**src/design/assert_macros.svh**
```systemverilog
// Assertion macros shared by the scheduler RTL.
// Uses the clk and rst_n names of the module that expands them.
`ifndef ASSERT_MACROS_SVH
`define ASSERT_MACROS_SVH
`ifndef NO_ASSERTIONS
// Check a property on every clock edge outside reset
`define TPS_ASSERT(lbl, prop) \
  lbl: assert property (@(posedge clk) disable iff (!rst_n) prop) \
    else $error("tick_priority_scheduler assertion failed");
// Check a property on every clock edge, reset included
`define TPS_ASSERT_ALWAYS(lbl, prop) \
  lbl: assert property (@(posedge clk) prop) \
    else $error("tick_priority_scheduler assertion failed");
`else
`define TPS_ASSERT(lbl, prop)
`define TPS_ASSERT_ALWAYS(lbl, prop)
`endif
`endif

```
**src/design/tps_pkg.sv**
```systemverilog
// Package for the tick priority scheduler: item kinds and field widths.
// No dependencies.
`timescale 1ns / 1ps
package tps_pkg;

  // Field widths of the input and result items
  localparam int KIND_W  = 2;
  localparam int PROC_W  = 3;
  localparam int PVAL_W  = 8;
  localparam int TICKS_W = 8;
  localparam int COUNT_W = 32;

  // Item kinds
  localparam logic [KIND_W-1:0] KIND_TICK     = 2'd0;
  localparam logic [KIND_W-1:0] KIND_BLOCK    = 2'd1;
  localparam logic [KIND_W-1:0] KIND_RESCHED  = 2'd2;
  localparam logic [KIND_W-1:0] KIND_PRIORITY = 2'd3;

  typedef logic [KIND_W-1:0] kind_t;

endpackage

```
**src/design/tick_priority_scheduler_top.sv**
```systemverilog
// Tick priority scheduler: process table, tick counter and reschedule sequencer.
// Depends on tps_pkg and assert_macros.svh.
//
// Usage:
//   Input channel in_*: one item per transfer (tick, set blocked flag,
//   reschedule request, write priority). in_stall is high while an item is
//   being worked on; the next item is taken once the result is loaded.
//   Result channel out_*: one result per item, held in an output register
//   until the receiver drops out_stall. A stalled result holds the
//   sequencer in its final step, so no further item is taken meanwhile.
//   A flag or priority write goes through S_OUT_RD and S_OUT to the result; a
//   tick first takes one from the running budget in S_TICK. A reschedule scans
//   the table through one comparator, one entry per cycle over a single read
//   port with registered data, in up to three passes (select, refill, select
//   again). Reset clears the tick count, the current process, the blocked
//   flags and marks every table entry as zero through one valid bit per entry.
`timescale 1ns / 1ps
`include "assert_macros.svh"
module tick_priority_scheduler_top #(
  parameter int NUM_PROCS = 8,
  parameter int TICK_BITS = 8
) (
  input  logic                      clk,
  input  logic                      rst_n,
  input  logic                      in_valid,
  output logic                      in_stall,
  input  tps_pkg::kind_t            in_kind,
  input  logic [tps_pkg::PROC_W-1:0] in_process,
  input  logic                      in_blocked,
  input  logic [tps_pkg::PVAL_W-1:0] in_priority_value,
  input  logic                      in_nested,
  output logic                      out_valid,
  input  logic                      out_stall,
  output logic [tps_pkg::PROC_W-1:0] out_running_process,
  output logic [tps_pkg::TICKS_W-1:0] out_running_ticks,
  output logic                      out_switched,
  output logic                      out_idle,
  output logic [tps_pkg::COUNT_W-1:0] out_tick_count
);
  import tps_pkg::*;

  localparam int PIDX_W = $clog2(NUM_PROCS);
  localparam int CNT_W  = $clog2(NUM_PROCS + 1);
  localparam int ENT_W  = 2 * TICK_BITS;
  localparam logic [31:0] BUDGET_MAX = 32'((33'd1 << TICK_BITS) - 33'd1);
  localparam logic [CNT_W-1:0] PROCS_C = CNT_W'(NUM_PROCS);

  // Sequencer states
  localparam logic [2:0] S_IDLE   = 3'd0;
  localparam logic [2:0] S_TICK   = 3'd1;
  localparam logic [2:0] S_SCAN   = 3'd2;
  localparam logic [2:0] S_REFILL = 3'd3;
  localparam logic [2:0] S_OUT_RD = 3'd4;
  localparam logic [2:0] S_OUT    = 3'd5;

  // Table memory: {prio, budget} per entry, valid bit per entry
  logic [ENT_W-1:0]     mem [NUM_PROCS];
  logic [ENT_W-1:0]     rd_data_r;
  logic                 rd_vld_r;
  logic [NUM_PROCS-1:0] valid_r, valid_nxt;
  logic                 mem_we;
  logic [PIDX_W-1:0]    mem_waddr, mem_raddr;
  logic [ENT_W-1:0]     mem_wdata;

  // Control and scan state
  logic [2:0]           state_r, state_nxt;
  logic [NUM_PROCS-1:0] blk_r, blk_nxt;
  logic [PIDX_W-1:0]    current_r, current_nxt;
  logic [COUNT_W-1:0]   ticks_r, ticks_nxt;
  logic                 nested_r, nested_nxt;
  logic                 switched_r, switched_nxt;
  logic                 idle_r, idle_nxt;
  logic                 pass_r, pass_nxt;
  logic [CNT_W-1:0]     scan_idx_r, scan_idx_nxt;
  logic                 pend_r, pend_nxt;
  logic [PIDX_W-1:0]    pend_idx_r, pend_idx_nxt;
  logic [TICK_BITS-1:0] best_r, best_nxt;
  logic [PIDX_W-1:0]    who_r, who_nxt;
  logic                 found_r, found_nxt;

  // Output register
  logic                 out_valid_r, out_valid_nxt;
  logic [PROC_W-1:0]    out_proc_r;
  logic [TICKS_W-1:0]   out_ticks_r;
  logic                 out_switched_r, out_idle_r;
  logic [COUNT_W-1:0]   out_count_r;
  logic                 out_load;

  // Helpers
  logic                 in_xfer;
  logic                 proc_ok;
  logic [PIDX_W-1:0]    proc_idx;
  logic [31:0]          pval_ext, pval_sat;
  logic [TICK_BITS-1:0] pval_t;
  logic [TICK_BITS-1:0] rd_budget, rd_prio, dec_budget;
  logic                 issue;

  assign in_xfer  = in_valid && !in_stall;
  assign in_stall = (state_r != S_IDLE);
  assign proc_ok  = (32'(in_process) < 32'(NUM_PROCS));
  assign proc_idx = PIDX_W'(in_process);
  assign pval_ext = 32'(in_priority_value);
  assign pval_sat = (pval_ext > BUDGET_MAX) ? BUDGET_MAX : pval_ext;
  assign pval_t   = TICK_BITS'(pval_sat);

  // Read data, with never-written entries reading as zero
  assign rd_budget  = rd_vld_r ? rd_data_r[TICK_BITS-1:0] : '0;
  assign rd_prio    = rd_vld_r ? rd_data_r[ENT_W-1:TICK_BITS] : '0;
  assign dec_budget = (rd_budget != '0) ? rd_budget - 1'b1 : '0;
  assign issue      = (scan_idx_r < PROCS_C);
  assign out_load   = !out_valid_r || !out_stall;

  // Sequencer and shared compare unit
  always_comb begin
    state_nxt     = state_r;
    blk_nxt       = blk_r;
    current_nxt   = current_r;
    ticks_nxt     = ticks_r;
    nested_nxt    = nested_r;
    switched_nxt  = switched_r;
    idle_nxt      = idle_r;
    pass_nxt      = pass_r;
    scan_idx_nxt  = scan_idx_r;
    pend_nxt      = 1'b0;
    pend_idx_nxt  = pend_idx_r;
    best_nxt      = best_r;
    who_nxt       = who_r;
    found_nxt     = found_r;
    valid_nxt     = valid_r;
    out_valid_nxt = out_valid_r && out_stall;
    mem_we        = 1'b0;
    mem_waddr     = current_r;
    mem_wdata     = '0;
    mem_raddr     = current_r;
    unique case (state_r)
      S_IDLE: begin
        if (in_xfer) begin
          nested_nxt   = in_nested;
          switched_nxt = 1'b0;
          idle_nxt     = 1'b0;
          pass_nxt     = 1'b0;
          scan_idx_nxt = '0;
          best_nxt     = '0;
          found_nxt    = 1'b0;
          case (in_kind)
            KIND_TICK: begin
              ticks_nxt = ticks_r + 1'b1;
              state_nxt = S_TICK;
            end
            KIND_BLOCK: begin
              if (proc_ok) blk_nxt[proc_idx] = in_blocked;
              state_nxt = S_OUT_RD;
            end
            KIND_RESCHED: begin
              switched_nxt = 1'b1;
              state_nxt    = S_SCAN;
            end
            default: begin
              if (proc_ok) begin
                mem_we              = 1'b1;
                mem_waddr           = proc_idx;
                mem_wdata           = {pval_t, pval_t};
                valid_nxt[proc_idx] = 1'b1;
              end
              state_nxt = S_OUT_RD;
            end
          endcase
        end
      end
      S_TICK: begin
        // Take one from the running budget, saturating at zero
        mem_we               = 1'b1;
        mem_wdata            = {rd_prio, dec_budget};
        valid_nxt[current_r] = 1'b1;
        if (!nested_r && dec_budget == '0) begin
          switched_nxt = 1'b1;
          state_nxt    = S_SCAN;
        end else begin
          state_nxt = S_OUT_RD;
        end
      end
      S_SCAN: begin
        mem_raddr    = PIDX_W'(scan_idx_r);
        pend_nxt     = issue;
        pend_idx_nxt = PIDX_W'(scan_idx_r);
        if (issue) scan_idx_nxt = scan_idx_r + 1'b1;
        if (pend_r && !blk_r[pend_idx_r] && rd_budget > best_r) begin
          best_nxt  = rd_budget;
          who_nxt   = pend_idx_r;
          found_nxt = 1'b1;
        end
        if (!issue && !pend_r) begin
          scan_idx_nxt = '0;
          if (found_r) begin
            current_nxt = who_r;
            state_nxt   = S_OUT_RD;
          end else if (!pass_r) begin
            state_nxt = S_REFILL;
          end else begin
            idle_nxt  = 1'b1;
            state_nxt = S_OUT_RD;
          end
        end
      end
      S_REFILL: begin
        // Reload each runnable budget from its priority
        mem_raddr    = PIDX_W'(scan_idx_r);
        pend_nxt     = issue;
        pend_idx_nxt = PIDX_W'(scan_idx_r);
        if (issue) scan_idx_nxt = scan_idx_r + 1'b1;
        if (pend_r && !blk_r[pend_idx_r]) begin
          mem_we                = 1'b1;
          mem_waddr             = pend_idx_r;
          mem_wdata             = {rd_prio, rd_prio};
          valid_nxt[pend_idx_r] = 1'b1;
        end
        if (!issue && !pend_r) begin
          scan_idx_nxt = '0;
          pass_nxt     = 1'b1;
          best_nxt     = '0;
          found_nxt    = 1'b0;
          state_nxt    = S_SCAN;
        end
      end
      S_OUT_RD: begin
        state_nxt = S_OUT;
      end
      S_OUT: begin
        if (out_load) begin
          out_valid_nxt = 1'b1;
          state_nxt     = S_IDLE;
        end
      end
      default: begin
        state_nxt = S_IDLE;
      end
    endcase
  end

  // Table memory with registered read
  always_ff @(posedge clk) begin
    if (mem_we) mem[mem_waddr] <= mem_wdata;
    rd_data_r <= mem[mem_raddr];
    rd_vld_r  <= valid_r[mem_raddr];
  end

  // Hold the result when loaded
  always_ff @(posedge clk) begin
    if (state_r == S_OUT && out_load) begin
      out_proc_r     <= PROC_W'(current_r);
      out_ticks_r    <= TICKS_W'(rd_budget);
      out_switched_r <= switched_r;
      out_idle_r     <= idle_r;
      out_count_r    <= ticks_r;
    end
  end

  // Advance control state
  always_ff @(posedge clk) begin
    if (!rst_n) begin
      state_r     <= S_IDLE;
      blk_r       <= '0;
      current_r   <= '0;
      ticks_r     <= '0;
      valid_r     <= '0;
      out_valid_r <= 1'b0;
      pend_r      <= 1'b0;
      scan_idx_r  <= '0;
      found_r     <= 1'b0;
      pass_r      <= 1'b0;
    end else begin
      state_r     <= state_nxt;
      blk_r       <= blk_nxt;
      current_r   <= current_nxt;
      ticks_r     <= ticks_nxt;
      valid_r     <= valid_nxt;
      out_valid_r <= out_valid_nxt;
      pend_r      <= pend_nxt;
      scan_idx_r  <= scan_idx_nxt;
      found_r     <= found_nxt;
      pass_r      <= pass_nxt;
    end
  end

  // Scan and result bookkeeping
  always_ff @(posedge clk) begin
    nested_r   <= nested_nxt;
    switched_r <= switched_nxt;
    idle_r     <= idle_nxt;
    pend_idx_r <= pend_idx_nxt;
    best_r     <= best_nxt;
    who_r      <= who_nxt;
  end

  assign out_valid           = out_valid_r;
  assign out_running_process = out_proc_r;
  assign out_running_ticks   = out_ticks_r;
  assign out_switched        = out_switched_r;
  assign out_idle            = out_idle_r;
  assign out_tick_count      = out_count_r;

  `TPS_ASSERT(a_xfer_leaves_idle, in_xfer |=> state_r != S_IDLE)
  `TPS_ASSERT(a_result_from_out, $rose(out_valid_r) |-> $past(state_r) == S_OUT)
  `TPS_ASSERT(a_idle_needs_switch, out_valid_r |-> (!out_idle_r || out_switched_r))
  `TPS_ASSERT(a_scan_bound, scan_idx_r <= PROCS_C)
  `TPS_ASSERT(a_found_has_budget, (state_r == S_SCAN && found_r) |-> best_r != '0)

endmodule

```
**config.mk**
```make
export PLATFORM = sky130hd
export DESIGN_NAME = tick_priority_scheduler_top
export DESIGN_NICKNAME = d
export VERILOG_FILES = /design/src/design/tps_pkg.sv /design/src/design/tick_priority_scheduler_top.sv
export VERILOG_INCLUDE_DIRS = /design/src /design/src/design
export SDC_FILE = /design/constraint.sdc
export NUM_CORES = 1
export LEC_CHECK = 0
export ABC_AREA = 1
export BUFFER_PORTS_ARGS = -buffer_cell sky130_fd_sc_hd__buf_2
export CAP_MARGIN = 20
export CELL_PAD_IN_SITES_DETAIL_PLACEMENT = 1
export CELL_PAD_IN_SITES_GLOBAL_PLACEMENT = 2
export CORE_MARGIN = 2
export CORE_UTILIZATION = 25
export DETAILED_ROUTE_END_ITERATION = 7
export MAX_ROUTING_LAYER = met4
export PLACE_DENSITY = 0.65
export REMOVE_ABC_BUFFERS = 1
export SYNTH_ARGS = -nofsm -noshare
export SYNTH_HDL_FRONTEND = slang
export SYNTH_SLANG_ARGS = --single-unit
```
**constraint.sdc**
```tcl
create_clock -name clk -period 6 [get_ports clk]
set_clock_uncertainty 0.05 [all_clocks]
set_input_delay 1.2 -clock clk [delete_from_list [all_inputs] [get_ports clk]]
set_output_delay 1.2 -clock clk [all_outputs]
set_load 0.02 [all_outputs]
```
==> results.toml, run 1 <==
[power]
p_seq_share_pct = 42.3
p_switching_w = 0.00184
clockPowerShare_pct = 34.0
switching_share_pct = 33.0
p_comb_share_pct = 23.7
p_int_w = 0.00374
ir_drop_uv = 212
p_per_area_nw_per_um2 = 414
total_power_w = 0.00558
p_leak_nw = 4.82

[hold_path]
hold_path.class = "register to register"
hold_path_depth = 0
hold-path-endpoint = "out_idle$_DFFE_PP_"
min_from = "idle_r$_DFFE_PP_"

[cells_and_area]
final_cell_mix = "edfxtp_1, nand2_1, nor2_1"
layout_commonest_cell = "edfxtp_1"
area_growth_pct = 17.2
drive_gt1_share_pct = 14.9
num_antenna_cells = 0
nNetsFinal = 1196
final_util_pct = 29.7

[synth]
ys_top_cells_by_area = "edfxtp_1, dfxtp_1, nand2_1"
ys_seq_area_share_pct = 63.3
syn_avg_cell_area_um2 = 10.5
synth-edff-count = 190
synth_top_area_share_pct = 49.6
ys.flop_type = "edfxtp_1"
synth-async-reset-ratio_pct = 0
synth_area_um2 = 11500
ys_ff_latch = 269
yosysTopAreaCell = "edfxtp_1"
syn_inst = 1098
synth.distinct_cells = 54
yosys_warnings = 0

[clock_tree]
cts_num_sinks = 269
cts_hold_buf = 0
cts_tree = "done"
cts_made_buffers = 31
htree_levels = 1
clk_latency_ps = 570
path_clk_slew_ps = 60
cts-root-buf = "clkbuf_16"
post-cts-setup-buffer-count = 0
clk_path_buf_depth = 3
cts_resized = 0

[floorplan]
initial_utilization_pct = 25.3
die_area_um2 = 47700
die_h_um = 219
io_pins = 66
fp.coreArea_um2 = 45400
num_rows = 78
die_w_um = 219

[detailed_routing]
firstDrtPassIters = 4
ant_nets = 0
drtIter0Drc = 515
dr_total_vias = 8231
drc = 0
wl_per_cell_um = 18.4
vias_per_cell = 4.59
drt-total-wl_um = 32900

[job]
max-cap-violations = 0

[critical_path]
worstPathMaxFanout = 16
cpMaxStageDelayCell = "inv_1"
reg2reg_from = "state_r[0]$_SDFFE_PN0P_"
crit_path_end_kind = "register"
arrival_ps = 3560
required_ps = 6140
max_stage_delay_ps = 600
startpoint_type = "register"
r2r_cells = 9
cp_cell_sequence = "inv_2, nor2_1, inv_2, nor2_2, inv_2, nand2_2, or2_1, nand2_2, inv_1"
r2r_slack_ps = 2580
crit_type = "register to register"
cpMostUsedCell = "inv_2"
r2r_end = "mem[1][4]$_DFFE_PP_"

[placed_design]
placement.io_buffers = 65
gp_congestion = 0.784
dp_hpwl_um = 23000

[timing]
rsz0062_at_grt = "no"
drv_slew = 0
worst_pin_slew_ps = 1070
relSlewSlack_pct = 27.9
max_freq_ghz = 0.293
fin_crit_sh_pct = 57.0
setup_tns_ps = 0
setup_viol = 0
fin_crit_ps = 3420
hold_violations = 0

[status]
status = "complete, no violations"

[global_route]
grt_pass1_wl_um = 51000
track_usage_pct = 14.3
grt_pass1_vias = 8544
grt_overflow = 0
antenna_found_initial = 0
grt_max_degree = 73
-- how the worst max path moves through the flow --
stage	start	endpoint	depth (start not counted)
2_1_floorplan	out_stall	out_idle$_DFFE_PP_	1
3_3_place_gp	in_valid	mem[1][1]$_DFFE_PP_	8
3_5_place_dp	in_valid	mem[1][4]$_DFFE_PP_	8
4_1_cts	state_r[0]$_SDFFE_PN0P_	mem[1][4]$_DFFE_PP_	9
5_1_grt	state_r[0]$_SDFFE_PN0P_	mem[1][4]$_DFFE_PP_	9
6_report	state_r[0]$_SDFFE_PN0P_	mem[1][4]$_DFFE_PP_	9
-- power by group through the flow --
stage               Combinational, W  Clock [W]  Sequential (W)
finish                       0.00132    0.00190         0.00236
detailed placement           0.00134          0         0.00240
global route                 0.00149    0.00202         0.00239
floorplan                   0.000830          0         0.00240
global placement             0.00132          0         0.00240
CTS                          0.00135    0.00195         0.00237
-- worst max-delay path, delay by kind of cell (launching register included) --
family,cells,cell delay [ps]
buffers and inverters,4,1060
DFF,1,450
and+or+nand+nor,5,1460
-- final cells by class --
class | count | area, um^2
fill | 5129 | 31900
timing repair buffer | 72 | 375
sequential | 269 | 7290
inverter | 120 | 453
tap | 600 | 751
clock inverter | 17 | 178
multi-input combinational | 673 | 3590
clock buffer | 41 | 853
-- cell families (layout without fill, tap and decap cells) --
| family | after synthesis | count (layout) | share of synthesized area (%) |
|---|---|---|---|
| adders and majority gates | 10 | 10 | 1.09 |
| muxes | 16 | 16 | 1.57 |
| xor gates and xnor gates | 12 | 12 | 0.914 |
| buffers and inverters | 156 | 250 | 5.57 |
| DFF | 269 | 269 | 63.3 |
| and+or+nand+nor | 404 | 404 | 16.2 |
| AOI/OAI and AO/OA | 231 | 231 | 11.3 |
-- through the flow --
stage	hold WS [ps]	area, um^2	instances	setup slack [ps]
final	376	13500	1792	2580
after global placement	357	12400	1732	2360
after global routing	396	13500	1792	2230
after CTS	382	13500	1790	2500
after detailed placement	371	12400	1732	2280
after floorplan	350	11300	1062	2130
-- state kept, by name, indices dropped and copies added, names as in the netlist, 4 cells and up --
name	flops
mem	128
out_tick_count	32
ticks_r	32
rd_data_r	16
best_r	8
blk_r	8
out_running_ticks	8
valid_r	8
scan_idx_r	4
-- synthesized netlist by cell type (12+ instances only) --
master / number
edfxtp_1: 190
nand2_1: 146
nor2_1: 126
inv_1: 110
o21ai_0: 93
dfxtp_1: 79
a21oi_1: 59
nand3_1: 48
o22ai_1: 33
nor3_1: 29
nand4_1: 18
mux2_2: 16
clkbuf_1: 14
o21ai_1: 14
nand2_2: 12
-- metal layers --
metal	track usage (%)	part of all wire, %	wire length, um
met4	2.68	1.3	425
met3	1.98	4.0	1330
met2	22.4	46	15000
met1	19.9	49	16100
met5	-	0	0
Note: power is estimated with default switching activity, not from simulation.
==> run 2, diff against run 1 <==
ABC_AREA = 0   (was 1)
PLACE_DENSITY = 0.63   (was 0.65)
clock period = 3 ns   (was 6 ns; I/O delays follow)
==> run 2 against run 1 <==
Critical path depth is 3 lower. Worst hold slack worse by 160 ps. Register-to-register slack worse by 2300 ps. Synthesized cell count is 30% lower. Sequential power is 100% higher. Maximum frequency is 28% higher. Non-clock buffer count is 38 higher. Global-route usage is 2.0 points lower. Sequential share of layout area is 0.090 points lower. Critical endpoint is now mem[6][3]$_DFFE_PP_. Largest cell class unchanged.
==> results.toml, run 2 <==
[global_route]
grtUsageMet2_pct = 19.5
grt_overflow = 0
antenna_found_initial = 0
grt_busiest_layer = "met2"
grt_max_degree = 46
track_usage_pct = 12.3
grt_pass1_vias = 6943
grt_use_met1_pct = 16.5
grt_pass1_wl_um = 42800
use_met3_pct = 2.22

[placed_design]
place_inst = 1441
dp_hpwl_um = 18600
gp_congestion = 0.742
place_area_um2 = 12500
placement.io_buffers = 65

[power]
clockPowerShare_pct = 35.2
p_seq_share_pct = 46.0
ir_drop_uv = 461
p_int_w = 0.00728
p_leak_nw = 4.75
p_per_area_nw_per_um2 = 759
switching_share_pct = 29.0
p_switching_w = 0.00297
p_comb_share_pct = 18.9
total_power_w = 0.0102

[critical_path]
crit_path_end_kind = "register"
worstPathMaxFanout = 8
crit_type = "register to register"
cpMostUsedCell = "a21oi_1"
reg2reg_from = "rd_data_r[5]$_DFF_P_"
required_ps = 3170
cp_cell_sequence = "o41ai_1, nand3_1, nand2_1, a21oi_1, a21oi_1, o21ai_0"
arrival_ps = 2850
r2r_cells = 6
startpoint_type = "register"
r2r_end = "mem[6][3]$_DFFE_PP_"
r2r_slack_ps = 320
max_stage_delay_ps = 740
cpMaxStageDelayCell = "o41ai_1"

[detailed_routing]
vias_per_cell = 4.47
wl_per_cell_um = 18.4
drt-total-wl_um = 27500
ant_nets = 0
drtIter0Drc = 483
drc = 0
dr_total_vias = 6699
firstDrtPassIters = 4

[floorplan]
num_rows = 77
initial_utilization_pct = 25.3
die_area_um2 = 46200
fp.coreArea_um2 = 44000
io_pins = 66
die_h_um = 215
die_w_um = 215

[cells_and_area]
area_growth_pct = 21.4
num_antenna_cells = 0
drive_gt1_share_pct = 25.9
final_util_pct = 30.7
final_area_um2 = 13500
largest_reg_flops = 128
final_cell_mix = "edfxtp_1, dfxtp_1, nand2_1"
fillCellCount = 4710
final_cells = 1497
layout_commonest_cell = "edfxtp_1"
nNetsFinal = 910
largest_register = "mem"

[synth]
synth-edff-count = 190
ys.flop_type = "edfxtp_1"
synth.top_cells.by_count = "edfxtp_1, dfxtp_1, nand2_1, and2_1, mux4_2"
yosys_warnings = 0
ys_ff_latch = 269
synth-async-reset-ratio_pct = 0
synth_most_common_cell = "edfxtp_1"
synth_top_area_share_pct = 51.3
syn_inst = 772
ys_seq_area_share_pct = 65.5
synth.distinct_cells = 70
yosysTopAreaCell = "edfxtp_1"
ys_top_cells_by_area = "edfxtp_1, dfxtp_1, mux4_2"
syn_avg_cell_area_um2 = 14.4
synth_area_um2 = 11100

[clock_tree]
cts-root-buf = "clkbuf_16"
path_clk_slew_ps = 60
post-cts-setup-buffer-count = 0
clk_path_buf_depth = 3
cts_tree = "done"
cts_num_sinks = 269
htree_levels = 1
cts_made_buffers = 30
clk_latency_ps = 600

[job]
max-cap-violations = 0

[timing]
fin_crit_ps = 2680
setup_viol = 0
fin_crit_sh_pct = 89.4
worst_pin_slew_ps = 869
relSlewSlack_pct = 41.2
drv_slew = 0
hold_violations = 0
rsz0062_at_grt = "no"
max_freq_ghz = 0.373

[hold_path]
hold_path.class = "input pin to register"
hold-path-endpoint = "nested_r$_DFFE_PP_"
hold_path_depth = 1
min_from = "in_nested"

[status]
status = "complete, no violations"
-- run 2: cell count changes after synthesis, sizes merged, moves of 15 or more --
cell / before / now
a21oi: 60 / 11
and2: 0 / 36
inv: 119 / 21
mux2i: 0 / 15
mux4: 0 / 35
nand2: 159 / 67
nand3: 51 / 14
nor2: 134 / 28
nor2b: 0 / 20
nor3: 32 / 17
o21ai: 110 / 29
o22ai: 33 / 3
xnor2: 3 / 22
-- run 2: power by group through the flow --
stage	Clock (W)	Sequential (W)	Combinational, W
after CTS	0.00372	0.00472	0.00197
after global routing	0.00388	0.00476	0.00214
after floorplan	0	0.00484	0.00104
final	0.00360	0.00471	0.00193
after detailed placement	0	0.00479	0.00195
after global placement	0	0.00478	0.00193
-- run 2: logic make-up (layout without fill, tap and decap cells) --
kind of cell             count (synthesis)  in the layout  synth area share [%]
AO/OA/AOI/OAI                           88             88                  5.47
XOR/XNOR                                31             31                  2.44
adder cells (fa/ha/maj)                 11             11                  1.21
buffers and inverters                   54            187                  2.11
flip-flops                             269            269                  65.5
multiplexers                            67             67                  10.2
AND/OR/NAND/NOR                        252            252                  13.1
-- run 2: worst max-delay path by stage --
stage,start,to,slack (ps),cells after the start
4_1_cts,pend_idx_r[0]$_DFFE_PN_,mem[5][8]$_DFFE_PP_,230,5
6_report,rd_data_r[5]$_DFF_P_,mem[6][3]$_DFFE_PP_,320,6
5_1_grt,rd_data_r[5]$_DFF_P_,mem[6][3]$_DFFE_PP_,40,6
2_1_floorplan,state_r[0]$_SDFFE_PN0P_,out_idle$_DFFE_PP_,-1640,2
3_3_place_gp,in_valid,mem[7][11]$_DFFE_PP_,130,9
3_5_place_dp,in_valid,mem[4][8]$_DFFE_PP_,100,9
-- run 2: critical path: cells and delay by family (launching register included) --
| kind | cells | cell delay, ps |
|---|---|---|
| compound gates | 4 | 1340 |
| flops | 1 | 390 |
| simple gates | 2 | 530 |
-- run 2: final cells by class --
cell class | count | area, um^2 | share of cell area (%)
flip-flops and latches | 269 | 7290 | 54.0
clock buffers | 39 | 795 | 5.88
repair buffers | 110 | 788 | 5.84
multi-input cells | 449 | 3640 | 27.0
clock inverters | 17 | 174 | 1.29
well taps | 592 | 741 | 5.48
inverters | 21 | 81.3 | 0.602
-- run 2: routing by layer --
layer	vias to the layer above	part of all wire (%)
met4	0	1.6
met1	3411	47
met3	37	3.9
li1	3145	-
met5	-	0
met2	106	47
-- run 2: through the flow --
step           setup slack [ps]  TNS (ps)  hold WS (ps)
6_report                    319         0           219
5_1_grt                    36.8         0           205
4_1_cts                     235         0           192
3_5_place_dp                101         0           386
3_3_place_gp                133         0           387
2_1_floorplan             -1640   -146010           350
-- run 2: what timing repair did --
item,in CTS,in global routing
hold buffers,0,0
setup endpoints to repair,0,8
resized for setup,0,1
==> run 3, diff against run 2 <==
REMOVE_ABC_BUFFERS = not set   (was 1)
==> run 3 against run 2 <==
Clock-buffer cell count is 1 higher. Maximum frequency shrank 3.4%. Via count down 1.6%. First-iteration DRC count is 17% lower. Sequential power is essentially flat. Die area unchanged. Worst hold slack improved by 17 ps. Setup slack worse by 94 ps. Largest power group unchanged.
==> results.toml, run 3 (same netlist as run 2, synthesis figures left out) <==
[cells_and_area]
final_area_um2 = 13600
drive_gt1_share_pct = 26.3
largest_register = "mem"
area_growth_pct = 22.1
nNetsFinal = 911
fillCellCount = 4712
largest_reg_flops = 128
layout_commonest_cell = "edfxtp_1"
final_cell_mix = "edfxtp_1, dfxtp_1, nand2_1"
final_cells = 1499

[timing]
setup_tns_ps = 0
hold_violations = 0
fin_crit_ps = 2770
drv_slew = 0
worst_pin_slew_ps = 927
setup_viol = 0
relSlewSlack_pct = 37.2
rsz0062_at_grt = "no"
max_freq_ghz = 0.360
fin_crit_sh_pct = 92.5
holdWs_ps = 236

[global_route]
track_usage_pct = 12.2
grt_max_degree = 35
antenna_found_initial = 2
grt_overflow = 0
grt_pass1_wl_um = 42400
grt_pass1_vias = 6909

[floorplan]
io_pins = 66
initial_utilization_pct = 25.3
fp.coreArea_um2 = 44000
die_area_um2 = 46200
die_h_um = 215
die_w_um = 215
num_rows = 77

[clock_tree]
cts_num_sinks = 269
clk_path_buf_depth = 3
cts-root-buf = "clkbuf_16"
post-cts-setup-buffer-count = 0
path_clk_slew_ps = 60
htree_levels = 1
cts_made_buffers = 30
cts_tree = "done"
cts_resized = 0
clk_latency_ps = 580
cts_hold_buf = 0

[detailed_routing]
firstDrtPassIters = 5
ant_nets = 0
vias_per_cell = 4.40
drt-total-wl_um = 27300
drc = 0
wl_per_cell_um = 18.2
dr_total_vias = 6589
drtIter0Drc = 403

[power]
p_leak_nw = 4.78
p_switching_w = 0.00296
ir_drop_uv = 522
p_int_w = 0.00746
p_comb_share_pct = 19.0
clockPowerShare_pct = 35.9
switching_share_pct = 28.4
p_seq_share_pct = 45.1
p_per_area_nw_per_um2 = 767

[critical_path]
arrival_ps = 2970
required_ps = 3200
startpoint_type = "register"
crit_path_end_kind = "register"
max_stage_delay_ps = 690
critPathTopFamily = "compound AO/OA/AOI/OAI gates"
cpMaxStageDelayCell = "o221ai_1"
reg2reg_from = "pend_idx_r[0]$_DFFE_PN_"
crit_type = "register to register"
worst-path-buf-inv = 1
crit_path_start = "pend_idx_r[0]$_DFFE_PN_"
cp_cell_sequence = "mux4_2, nor2_1, o211ai_1, buf_4, o221ai_1"
worstPathMaxFanout = 8

[hold_path]
min_from = "in_nested"
hold_path.class = "input pin to register"

[status]
status = "complete, no violations"

[job]
max-cap-violations = 0

[placed_design]
placement.io_buffers = 65
dp_hpwl_um = 18900
place_inst = 1442
place_area_um2 = 12600
gp_congestion = 0.741

[synth]
synth_nets = 801
-- run 3: metal layers --
| layer | global-route usage [%] | part of all wire (%) |
|---|---|---|
| met1 | 15.6 | 46 |
| met4 | 3.38 | 2.4 |
| met3 | 2.22 | 3.9 |
| met2 | 19.8 | 48 |
| met5 | - | 0 |
-- run 3: cell type report --
class                   count  area, um^2  share of cell area, %
diodes                      1        2.50                 0.0184
well taps                 592         741                   5.46
clock inverters            16         175                   1.29
flip-flops and latches    269        7290                   53.7
repair buffers            111         796                   5.86
clock buffers              40         840                   6.18
multi-input cells         449        3650                   26.9
inverters                  21        81.3                  0.599
-- run 3: path summary, 6_finish.rpt --
check | endpoint | slack, ps | depth (start not counted)
worst max-delay path | mem[2][0]$_DFFE_PP_ | 230 | 5
worst min-delay path | nested_r$_DFFE_PP_ | 240 | 1
worst max register to register | mem[2][0]$_DFFE_PP_ | 230 | 5
worst min register to register | out_idle$_DFFE_PP_ | 380 | 0
-- run 3: power by group through the flow --
stage | Sequential (W) | Combinational, W | Clock [W]
finish | 0.00470 | 0.00198 | 0.00374
global route | 0.00474 | 0.00218 | 0.00400
CTS | 0.00471 | 0.00203 | 0.00384
detailed placement | 0.00478 | 0.00201 | 0
global placement | 0.00477 | 0.00200 | 0
floorplan | 0.00477 | 0.00118 | 0
-- run 3: per-stage QoR --
stage | total power, W | util (%) | setup WS [ps]
after detailed placement | 0.00679 | 28.5 | 135
after CTS | 0.0106 | 30.8 | 187
after floorplan | 0.00595 | - | -143
after global routing | 0.0109 | 30.8 | 23.9
after global placement | 0.00676 | 28.5 | 161
final | 0.0104 | 30.8 | 225
-- run 3: worst reg2reg max path, stage by stage, from the launching register on --
cell	delay [ps]
edfxtp_1	490
mux4_2	530
nor2_1	230
o211ai_1	230
buf_4	240
o221ai_1	690
